File: config.mk
export PLATFORM = sky130hd
export DESIGN_NAME = operator_and_comment_tokenizer_top
export DESIGN_NICKNAME = d
export VERILOG_FILES = /design/src/hdl/opct_pkg.sv /design/src/hdl/opct_scan.sv /design/src/hdl/operator_and_comment_tokenizer_top.sv
export SDC_FILE = /design/constraint.sdc
export NUM_CORES = 1
export LEC_CHECK = 0
export CORE_MARGIN = 10
export CORE_UTILIZATION = 60
export CTS_CLUSTER_SIZE = 28
export DETAILED_ROUTE_END_ITERATION = 10
export DONT_BUFFER_PORTS = 1
export PLACE_DENSITY = 0.82
export RECOVER_POWER = 100
export SYNTH_ARGS = -nofsm -noshare
export SYNTH_HDL_FRONTEND = slang
export SYNTH_SLANG_ARGS = --single-unit
File: constraint.sdc
create_clock -name clk_i -period 8.4 [get_ports clk_i]
set_input_delay 1.26 -clock clk_i [delete_from_list [all_inputs] [get_ports clk_i]]
set_output_delay 1.26 -clock clk_i [all_outputs]
set_load 0.005 [all_outputs]
File: src/hdl/opct_pkg.sv
`default_nettype none

package opct_pkg;

  localparam int unsigned KindW  = 6;
  localparam int unsigned StartW = 16;
  localparam int unsigned MaxRes = 3;

  localparam logic [KindW-1:0] KindArrow    = 6'd0;
  localparam logic [KindW-1:0] KindDec      = 6'd1;
  localparam logic [KindW-1:0] KindMinusQ   = 6'd2;
  localparam logic [KindW-1:0] KindMinus    = 6'd3;
  localparam logic [KindW-1:0] KindInc      = 6'd4;
  localparam logic [KindW-1:0] KindPlus     = 6'd5;
  localparam logic [KindW-1:0] KindFatArrow = 6'd6;
  localparam logic [KindW-1:0] KindEqEq     = 6'd7;
  localparam logic [KindW-1:0] KindEqQ      = 6'd8;
  localparam logic [KindW-1:0] KindEq       = 6'd9;
  localparam logic [KindW-1:0] KindAndAnd   = 6'd10;
  localparam logic [KindW-1:0] KindAndQ     = 6'd11;
  localparam logic [KindW-1:0] KindAnd      = 6'd12;
  localparam logic [KindW-1:0] KindLe       = 6'd13;
  localparam logic [KindW-1:0] KindLArrow   = 6'd14;
  localparam logic [KindW-1:0] KindShl      = 6'd15;
  localparam logic [KindW-1:0] KindLt       = 6'd16;
  localparam logic [KindW-1:0] KindOrOr     = 6'd17;
  localparam logic [KindW-1:0] KindOr       = 6'd18;
  localparam logic [KindW-1:0] KindGe       = 6'd19;
  localparam logic [KindW-1:0] KindShr      = 6'd20;
  localparam logic [KindW-1:0] KindGt       = 6'd21;
  localparam logic [KindW-1:0] KindPow      = 6'd22;
  localparam logic [KindW-1:0] KindStar     = 6'd23;
  localparam logic [KindW-1:0] KindComma    = 6'd24;
  localparam logic [KindW-1:0] KindSemi     = 6'd25;
  localparam logic [KindW-1:0] KindColon    = 6'd26;
  localparam logic [KindW-1:0] KindCaret    = 6'd27;
  localparam logic [KindW-1:0] KindPercent  = 6'd28;
  localparam logic [KindW-1:0] KindBang     = 6'd29;
  localparam logic [KindW-1:0] KindHash     = 6'd30;
  localparam logic [KindW-1:0] KindQuest    = 6'd31;
  localparam logic [KindW-1:0] KindLParen   = 6'd32;
  localparam logic [KindW-1:0] KindLBrack   = 6'd33;
  localparam logic [KindW-1:0] KindLBrace   = 6'd34;
  localparam logic [KindW-1:0] KindRParen   = 6'd35;
  localparam logic [KindW-1:0] KindRBrack   = 6'd36;
  localparam logic [KindW-1:0] KindRBrace   = 6'd37;
  localparam logic [KindW-1:0] KindDot      = 6'd38;
  localparam logic [KindW-1:0] KindSlash    = 6'd39;
  localparam logic [KindW-1:0] KindInvalid  = 6'd40;
  localparam logic [KindW-1:0] KindEnd      = 6'd41;

  localparam logic [7:0] ChCr    = 8'h0D;
  localparam logic [7:0] ChLf    = 8'h0A;
  localparam logic [7:0] ChSpace = 8'h20;
  localparam logic [7:0] ChTab   = 8'h09;
  localparam logic [7:0] ChDot   = 8'h2E;

  typedef struct packed {
    logic [1:0]                    count;
    logic [MaxRes-1:0][KindW-1:0]  kind;
    logic [MaxRes-1:0][StartW-1:0] start;
  } opct_res_t;

  typedef struct packed {
    logic [KindW-1:0]  kind;
    logic [StartW-1:0] start;
    logic              last;
  } opct_beat_t;

  function automatic logic [KindW-1:0] single_kind(input logic [7:0] c);
    logic [KindW-1:0] k;
    case (c)
      8'h2D:   k = KindMinus;
      8'h2B:   k = KindPlus;
      8'h3D:   k = KindEq;
      8'h26:   k = KindAnd;
      8'h3C:   k = KindLt;
      8'h7C:   k = KindOr;
      8'h3E:   k = KindGt;
      8'h2A:   k = KindStar;
      8'h2C:   k = KindComma;
      8'h3B:   k = KindSemi;
      8'h3A:   k = KindColon;
      8'h5E:   k = KindCaret;
      8'h25:   k = KindPercent;
      8'h21:   k = KindBang;
      8'h23:   k = KindHash;
      8'h3F:   k = KindQuest;
      8'h28:   k = KindLParen;
      8'h5B:   k = KindLBrack;
      8'h7B:   k = KindLBrace;
      8'h29:   k = KindRParen;
      8'h5D:   k = KindRBrack;
      8'h7D:   k = KindRBrace;
      8'h2E:   k = KindDot;
      8'h2F:   k = KindSlash;
      default: k = KindInvalid;
    endcase
    return k;
  endfunction

  // Returns KindInvalid when the two bytes do not form an operator.
  function automatic logic [KindW-1:0] pair_kind(input logic [7:0] a, input logic [7:0] b);
    logic [KindW-1:0] k;
    k = KindInvalid;
    case (a)
      8'h2D: begin
        if (b == 8'h3E) k = KindArrow;
        else if (b == 8'h2D) k = KindDec;
        else if (b == 8'h3F) k = KindMinusQ;
      end
      8'h2B: begin
        if (b == 8'h2B) k = KindInc;
      end
      8'h3D: begin
        if (b == 8'h3E) k = KindFatArrow;
        else if (b == 8'h3D) k = KindEqEq;
        else if (b == 8'h3F) k = KindEqQ;
      end
      8'h26: begin
        if (b == 8'h26) k = KindAndAnd;
        else if (b == 8'h3F) k = KindAndQ;
      end
      8'h3C: begin
        if (b == 8'h3D) k = KindLe;
        else if (b == 8'h2D) k = KindLArrow;
        else if (b == 8'h3C) k = KindShl;
      end
      8'h7C: begin
        if (b == 8'h7C) k = KindOrOr;
      end
      8'h3E: begin
        if (b == 8'h3D) k = KindGe;
        else if (b == 8'h3E) k = KindShr;
      end
      8'h2A: begin
        if (b == 8'h2A) k = KindPow;
      end
      default: k = KindInvalid;
    endcase
    return k;
  endfunction

  function automatic logic may_pair(input logic [7:0] c);
    return (c == 8'h2D) || (c == 8'h2B) || (c == 8'h3D) || (c == 8'h26) ||
           (c == 8'h3C) || (c == 8'h7C) || (c == 8'h3E) || (c == 8'h2A);
  endfunction

endpackage

`default_nettype wire

File: src/hdl/opct_scan.sv
`default_nettype none

module opct_scan #(
  parameter int unsigned MAX_TEXT_BYTES = 65536
) (
  input  wire logic              clk_i,
  input  wire logic              rst_ni,
  input  wire logic              take_i,
  input  wire logic [7:0]        text_byte_i,
  input  wire logic              final_byte_i,
  output opct_pkg::opct_res_t    res_o
);

  import opct_pkg::*;

  localparam int unsigned OffW = $clog2(MAX_TEXT_BYTES);
  localparam logic [OffW-1:0] LastOff = OffW'(MAX_TEXT_BYTES - 1);

  localparam logic [2:0] ModeIdle  = 3'd0;
  localparam logic [2:0] ModeOp    = 3'd1;
  localparam logic [2:0] ModeDot1  = 3'd2;
  localparam logic [2:0] ModeDot2  = 3'd3;
  localparam logic [2:0] ModeLine  = 3'd4;
  localparam logic [2:0] ModeBlock = 3'd5;

  logic [2:0]      mode_q, mode_d;
  logic [7:0]      held_char_q, held_char_d;
  logic [OffW-1:0] held_start_q, held_start_d;
  logic [OffW-1:0] offset_q, offset_d;
  logic [1:0]      dots_q, dots_d;

  logic [OffW-1:0]   next_off;
  logic [OffW+15:0]  pos_ext, held_ext, next_ext;
  logic [StartW-1:0] pos16, held16, next16;
  logic [7:0]        c;
  logic              c_ws, c_dot;
  logic [KindW-1:0]  c_kind, pk, held_kind;

  assign c         = text_byte_i;
  assign next_off  = (offset_q == LastOff) ? '0 : offset_q + OffW'(1);
  assign pos_ext   = {16'b0, offset_q};
  assign held_ext  = {16'b0, held_start_q};
  assign next_ext  = {16'b0, next_off};
  assign pos16     = pos_ext[15:0];
  assign held16    = held_ext[15:0];
  assign next16    = next_ext[15:0];
  assign c_ws      = (c == ChCr) || (c == ChLf) || (c == ChSpace) || (c == ChTab);
  assign c_dot     = (c == ChDot);
  assign c_kind    = single_kind(c);
  assign pk        = pair_kind(held_char_q, c);
  assign held_kind = single_kind(held_char_q);

  always_comb begin
    logic [1:0] n;
    logic       do_idle;
    n            = 2'd0;
    do_idle      = 1'b0;
    res_o        = '0;
    mode_d       = mode_q;
    held_char_d  = held_char_q;
    held_start_d = held_start_q;
    dots_d       = dots_q;
    offset_d     = next_off;

    case (mode_q)
      ModeOp: begin
        mode_d = ModeIdle;
        if (pk != KindInvalid) begin
          res_o.kind[n]  = pk;
          res_o.start[n] = held16;
          n = n + 2'd1;
        end else begin
          res_o.kind[n]  = held_kind;
          res_o.start[n] = held16;
          n = n + 2'd1;
          do_idle = 1'b1;
        end
      end
      ModeDot1: begin
        if (c_dot) begin
          mode_d = ModeDot2;
        end else begin
          mode_d = ModeIdle;
          res_o.kind[n]  = KindDot;
          res_o.start[n] = held16;
          n = n + 2'd1;
          do_idle = 1'b1;
        end
      end
      ModeDot2: begin
        if (c_dot) begin
          mode_d = ModeBlock;
          dots_d = 2'd0;
        end else begin
          mode_d = (c == ChLf) ? ModeIdle : ModeLine;
        end
      end
      ModeLine: begin
        if (c == ChLf) mode_d = ModeIdle;
      end
      ModeBlock: begin
        if (c_dot) begin
          if (dots_q >= 2'd2) begin
            mode_d = ModeIdle;
            dots_d = 2'd0;
          end else begin
            dots_d = dots_q + 2'd1;
          end
        end else begin
          dots_d = 2'd0;
        end
      end
      default: begin
        mode_d  = ModeIdle;
        do_idle = 1'b1;
      end
    endcase

    if (do_idle && !c_ws) begin
      if (c_dot) begin
        mode_d       = ModeDot1;
        held_start_d = offset_q;
      end else if (may_pair(c)) begin
        mode_d       = ModeOp;
        held_char_d  = c;
        held_start_d = offset_q;
      end else begin
        res_o.kind[n]  = c_kind;
        res_o.start[n] = pos16;
        n = n + 2'd1;
      end
    end

    if (final_byte_i) begin
      if (mode_d == ModeOp) begin
        res_o.kind[n]  = single_kind(held_char_d);
        res_o.start[n] = held_start_d == offset_q ? pos16 : held16;
        n = n + 2'd1;
      end else if (mode_d == ModeDot1) begin
        res_o.kind[n]  = KindDot;
        res_o.start[n] = held_start_d == offset_q ? pos16 : held16;
        n = n + 2'd1;
      end
      res_o.kind[n]  = KindEnd;
      res_o.start[n] = next16;
      n = n + 2'd1;
      mode_d       = ModeIdle;
      held_char_d  = '0;
      held_start_d = '0;
      offset_d     = '0;
      dots_d       = '0;
    end

    res_o.count = n;
  end

  always_ff @(posedge clk_i or negedge rst_ni) begin
    if (!rst_ni) begin
      mode_q       <= ModeIdle;
      held_char_q  <= '0;
      held_start_q <= '0;
      offset_q     <= '0;
      dots_q       <= '0;
    end else if (take_i) begin
      mode_q       <= mode_d;
      held_char_q  <= held_char_d;
      held_start_q <= held_start_d;
      offset_q     <= offset_d;
      dots_q       <= dots_d;
    end
  end

endmodule

`default_nettype wire

File: src/hdl/operator_and_comment_tokenizer_top.sv
// Channel  Direction  tdata (low bit up)     tlast         tuser (low bit up)
// s_axis   in         text_byte[7:0]         final_byte    -
// m_axis   out        token_start[15:0]      last_of_run   token_kind[5:0]
//
// Each input beat is scanned in the cycle it is accepted; its zero to three
// tokens go into a four-entry result queue, drained one beat per cycle while
// m_axis_tready is high. Input beats are taken every cycle while the queue
// holds at most one token; multi-token bytes and back-pressure cause stalls.
// Reset returns the scanner to the start of a text and empties the queue.
`default_nettype none

module operator_and_comment_tokenizer_top #(
  parameter int unsigned MAX_TEXT_BYTES = 65536
) (
  input  wire logic        clk_i,
  input  wire logic        rst_ni,
  input  wire logic        s_axis_tvalid,
  output logic             s_axis_tready,
  input  wire logic [7:0]  s_axis_tdata,   // text_byte
  input  wire logic        s_axis_tlast,   // final_byte
  output logic             m_axis_tvalid,
  input  wire logic        m_axis_tready,
  output logic [15:0]      m_axis_tdata,   // token_start
  output logic [5:0]       m_axis_tuser,   // token_kind
  output logic             m_axis_tlast    // last_of_run
);

  import opct_pkg::*;

  opct_res_t  res;
  opct_beat_t queue_q [4];
  logic [1:0] rd_q, wr_q;
  logic [2:0] count_q;
  logic       take, pop;
  logic [2:0] push_n;

  assign s_axis_tready = (count_q <= 3'd1);
  assign take          = s_axis_tvalid && s_axis_tready;
  assign m_axis_tvalid = (count_q != 3'd0);
  assign pop           = m_axis_tvalid && m_axis_tready;
  assign push_n        = take ? {1'b0, res.count} : 3'd0;
  assign m_axis_tdata  = queue_q[rd_q].start;
  assign m_axis_tuser  = queue_q[rd_q].kind;
  assign m_axis_tlast  = queue_q[rd_q].last;

  opct_scan #(
    .MAX_TEXT_BYTES(MAX_TEXT_BYTES)
  ) u_scan (
    .clk_i       (clk_i),
    .rst_ni      (rst_ni),
    .take_i      (take),
    .text_byte_i (s_axis_tdata),
    .final_byte_i(s_axis_tlast),
    .res_o       (res)
  );

  always_ff @(posedge clk_i) begin
    for (int i = 0; i < MaxRes; i++) begin
      if (take && (2'(i) < res.count)) begin
        queue_q[wr_q + 2'(i)].kind  <= res.kind[i];
        queue_q[wr_q + 2'(i)].start <= res.start[i];
        queue_q[wr_q + 2'(i)].last  <= (2'(i) == res.count - 2'd1);
      end
    end
  end

  always_ff @(posedge clk_i or negedge rst_ni) begin
    if (!rst_ni) begin
      rd_q    <= '0;
      wr_q    <= '0;
      count_q <= '0;
    end else begin
      wr_q    <= wr_q + push_n[1:0];
      rd_q    <= rd_q + {1'b0, pop};
      count_q <= count_q + push_n - {2'b00, pop};
    end
  end

endmodule

`default_nettype wire
# --- Yosys cells after proc, flatten, opt, wreduce, memory -nomap -nowiden ---
# Memory sizes are Yosys's and may differ from the RTL's.
# Cells that the tools add are included.
totals:
  regBits: 52
  mem_bits_rw: 92
  input_bits: 13
  output_inout_bits: 25
  wordCells: 249
  n_memories: 1
op_classes:
  addsub: 12
  n_lt_le_gt_ge: 11
  n_eq_ne: 89
  muxes: 97
  bitwise_logic: 6
  reduce_logical: 25
memory_table:
  columns: ["memory", "depth", "width", "read_ports", "rd_ports_with_merged_regs", "wr", "line", "text"]
  rows:
  - ["queue_q", 4, 23, 1, 0, 3, "operator_and_comment_tokenizer_top.sv:31", "opct_beat_t queue_q [4];"]
ops:
  columns: ["cell", "n"]
  rows:
  - ["66-bit 2-to-1 mux", 7]
  - ["8-bit by 6-bit == test with 1-bit output (second input constant)", 55]
  - ["6-bit one-hot mux with 24 select lines", 3]
  - ["16-bit 2-to-1 mux", 11]
  - ["48-bit bitwise mux", 3]
  - ["8-bit by 7-bit == test with 1-bit output (second input constant)", 18]
  - ["6-bit 2-to-1 mux", 23]
  - ["16-bit demux with 2-bit select", 3]
  - ["6-bit one-hot mux with 8 select lines", 1]
  - ["18-bit bitwise mux", 2]
  - ["6-bit demux with 2-bit select", 3]
  - ["8-bit 2-to-1 mux", 4]
  - ["16-bit one-hot mux with 2 select lines", 1]
  - ["3-bit 2-to-1 mux", 9]
  - ["2-bit 2-to-1 mux", 13]
  - ["8-bit by 4-bit == test with 1-bit output (second input constant)", 3]
  - ["9-bit bitwise AND", 2]
  - ["9-bit inverter", 2]
  - ["9-bit OR", 2]
  - ["16-bit by 1-bit adder with 16-bit output (second input constant)", 1]
  - ["16-bit == test", 1]
  - ["16-bit == test (second input constant)", 1]
  - ["3-bit one-hot mux with 4 select lines", 1]
  - ["6-bit one-hot mux with 2 select lines", 1]
  - ["30 further kinds", 70]

# --- Longest topological paths before layout ---
logic_depth:
  ltp_word: 22
  ltp_mapped: 23

# --- By module ---
# From an unflattened synthesis, not the netlist that was laid out.
hier_totals:
  cells_unflattened: 1305
  area_unflattened_um2: 11848.9
by_module_without_submodules:
  columns: ["mod", "instances", "cells_per_inst", "area_each_um2"]
  rows:
  - ["operator_and_comment_tokenizer_top", 1, 555, 6297.3]
  - ["opct_scan", 1, 750, 5551.6]

# --- Least setup slack after synthesis ---
# No wires, ideal clock.
synth_path:
  path_type: "input-to-reg"
  startpoint: "input port s_axis_tdata[6]"
  endpoint: "memory queue_q[1][0] (netlist name) (enable)"
  setup_time_ns: 0.438
  arrival_time_ns: 6.943
  t_required_ns: 7.962
  slack_ns: 1.018
  stages: 19
  cell_sequence: "buf_2 -> or4b_4 -> nor2_2 -> nor3_1 -> nor2_1 -> clkinv_1 -> clkbuf_1 -> ha_1 -> nor2_1 -> mux2_2 -> a311oi_4 -> ha_1 -> nor2_1 -> a21oi_1 -> ha_1 -> nand2_1 -> nand2_1 -> a21oi_1 -> o31ai_1"
synth_lines:
  columns: ["item", "line", "text"]
  rows:
  - ["start, declared", "operator_and_comment_tokenizer_top.sv:19", "input wire logic [7:0] s_axis_tdata,"]
  - ["end, declared", "operator_and_comment_tokenizer_top.sv:31", null]

==> impl_metrics.json <==
{
  "ys_top_cells_by_area": "edfxtp_1 (25%), dfrtp_1 (12%), mux4_2 (4.7%)",
  "max_freq_mhz": 134.1,
  "drv_slew": 52,
  "worstPathCellList": "or4b_1 > nor2_1 > clkbuf_1 > nor3_1 > nor2_1 > clkinv_1 > ha_1 > nor2_1 > mux2_1 > a311oi_4 > ha_1 > nor2_1 > a21oi_1 > ha_1 > nand2_1 > a2111oi_4 > buf_4 > a21oi_1 > o21ai_2",
  "post-synth-top-area-cell": "edfxtp_1",
  "hp-class": "reg -> reg",
  "avgSynthCellArea_um2": 9.308,
  "met2_length_um": 15140,
  "grt_start_max_net_pins": 53,
  "area_growth_syn_to_layout_pct": 4.681,
  "slew_headroom": -0.5854,
  "grt_pass1_vias": 9384,
  "slowest_stage": "or4b_1",
  "maxCapViolCount": 1,
  "rsz0062_at_grt": "no",
  "async_reset_ff_frac": 0.3611,
  "insertion_delay_ns": 0.45,
  "die_h_um": 155.6,
  "grt_usage": 0.2727,
  "finalHoldViolations": 0,
  "nets": 1125,
  "yosys_warnings": 0,
  "syn_inst": 1186,
  "p_sw_frac": 0.3525,
  "yosysTopAreaCellShare": 0.2503,
  "holdPathStages": 1,
  "cts_root_buffer": "clkbuf_16",
  "regToRegSetupSlack_ns": 1.48,
  "critical_path_class": "in -> reg",
  "grt_overflow": 0,
  "end_kind": "register",
  "crit_arrival_ns": 7.48,
  "r2r_end": "queue_q[2][3]",
  "irDropWorstVdd_mv": 0.2229,
  "worst-path-max-fanout": 28,
  "p_switching_mw": 0.8898,
  "synth_cell_types": 92,
  "cts_buffers": 17,
  "status": "complete, but fails checks",
  "period_minus_slack_ns": 7.456,
  "rr_startpoint": "u_scan.held_char_q[4]",
  "fin_skew_ns": 0.01594,
  "dpl_cell_area_um2": 11000,
  "ys_ff_latch": 144,
  "routed-wl-met3_um": 4181,
  "holdPathEnd": "u_scan.dots_q[0]",
  "initial_core_util": 0.6125,
  "p_seq_frac": 0.389,
  "worst_setup_path_start_kind": "input pin",
  "synth_area_um2": 11040,
  "crit_top_cell": "nor2_1",
  "power_leakage_nw": 3.834,
  "antenna_found_initial": 0,
  "hpwl_um": 23680,
  "cellPowerDensity_nw_per_um2": 218.4,
  "cts_buffer_depth": 2,
  "tritoncts": "yes",
  "viasPerCell": 7.801,
  "tightest_slew_ns": 2.378,
  "synth.yosys.seq_area_share": 0.3681,
  "drt_iter0_markers": 1905,
  "synth_edf_count": 92,
  "die_w_um": 155.6,
  "drive_gt1_frac": 0.08911,
  "clk_pin_slew_ns": 0.06,
  "hp-start": "u_scan.dots_q[0]",
  "grt_pass1_wl_um": 53590,
  "violations": "max-capacitance violations, max-slew violations",
  "p_int_mw": 1.635,
  "num_rows": 49,
  "p_comb_frac": 0.300,
  "gp_congestion": 0.9840,
  "pwr-share-clk": 0.310,
  "syn_nets": 1213,
  "crit_required_ns": 8.43,
  "max_stage_delay_ns": 0.62,
  "drc": 0,
  "synth_common_cells": "nand2_1 (95), clkbuf_1 (92), edfxtp_1 (92)",
  "antenna_cells": 0,
  "finalSetupTns_ns": 0,
  "port_buffers": 0,
  "cts_sinks": 144,
  "wl_met1_um": 12970,
  "yosysMostFrequentCell": "nand2_1",
  "vias": 10454,
  "synthFlopType": "edfxtp_1",
  "finalWirelength_um": 33720,
  "setup_viol": 0,
  "dr.pass1.iters": 9,
  "htreeDepth": 4,
  "topRoutingLayerUsed": "met4",
  "timing.final.crit_share": 0.8876,
  "r2r_cells": 14,
  "wl_per_cell_um": 25.16,
  "post_cts_resized": 0,
  "core_um2": 18020,
  "pin_count": 38,
  "postRouteAntennaNets": 0,
  "cts_setup_buffers": 0,
  "die-area_um2": 24220,
  "fin_area_um2": 11560,
  "postCtsHoldBufs": 0
}
-- registers in the layout, summed over array words and instances (netlist names) --
register            flops
queue_q                92
u_scan.held16          16
u_scan.offset_q        16
u_scan.held_char_q      8
count_q                 3
u_scan.mode_q           3
rd_q                    2
u_scan.dots_q           2
wr_q                    2
-- logic make-up (layout without fill, tap and decap cells) --
group,Yosys count,in the layout,synth area share
compound gates,404,404,0.2866
xor+xnor,23,23,0.01825
fa+ha+maj,14,14,0.01655
buf+inv,147,72,0.05463
flops,144,144,0.3681
mux,31,31,0.05440
simple gates,423,423,0.2014
-- worst max-delay path: cells and delay by family --
kind	cells	cell delay, ns
compound gates	5	1.86
fa+ha+maj	3	1.15
buf+inv	3	1.21
mux	1	0.33
simple gates	7	1.65
-- worst max path at each step --
| stage | startpoint | end | depth (start not counted) | slack, ns |
|---|---|---|---|---|
| 6_report | s_axis_tdata[4] | queue_q[2][3] | 19 | 0.94 |
| 2_1_floorplan | s_axis_tdata[6] | queue_q[1][0] | 19 | 1.02 |
| 3_3_place_gp | s_axis_tdata[4] | queue_q[2][15] | 18 | 1.34 |
| 5_1_grt | s_axis_tdata[4] | queue_q[2][17] | 18 | 0.61 |
| 3_5_place_dp | s_axis_tdata[4] | queue_q[0][10] | 18 | 1.20 |
| 4_1_cts | s_axis_tdata[4] | queue_q[2][17] | 18 | 1.64 |
-- through the flow --
stage	cells	utilization	setup slack, ns	hold WS, ns	power, mW
floorplan	1186	-	1.018	0.4532	1.567
global placement	1308	0.6104	1.336	0.4729	1.729
detailed placement	1308	0.6104	1.202	0.4757	1.750
CTS	1340	0.6438	1.636	0.4889	2.525
global route	1340	0.6411	0.6070	0.5036	2.635
finish	1340	0.6411	0.9443	0.4872	2.524
-- power groups by stage --
stage	registers, mW	logic (mW)	clock network [mW]
2_1_floorplan	0.923	0.643	0
3_3_place_gp	0.991	0.739	0
3_5_place_dp	0.996	0.754	0
4_1_cts	0.982	0.759	0.783
5_1_grt	0.998	0.824	0.812
6_report	0.983	0.758	0.783
-- routing by layer --
layer  vias up  global-route usage
li1       4577                   -
met1      4873              0.3681
met2       872              0.4115
met3       132             0.06424
met4         0              0.1168
met5         -                   0
-- area by class of cell --
type,instances,area [um2]
clock buffers,19,452.9
multi-input cells,895,6397
well taps,229,286.5
fillers,1457,6469
flip-flops and latches,144,4064
inverters,20,75.07
clock inverters,13,147.6
repair buffers,20,132.6
-- placed cells by master (no fill, tap or decap), types with 21 or more instances in the layout --
cell type  synthesis  routed
nor2_1            67      68
a221o_1           37      37
nor3_1            54      53
mux4_2            23      23
a21oi_1           37      38
nand2_1           95      95
o21ai_0           62      63
o221ai_1          54      54
edfxtp_1          92      92
a22oi_1           38      38
dfrtp_1           52      52
nand3_1           88      88
a22o_1            21      21
Power figures use the tool's default switching activity.
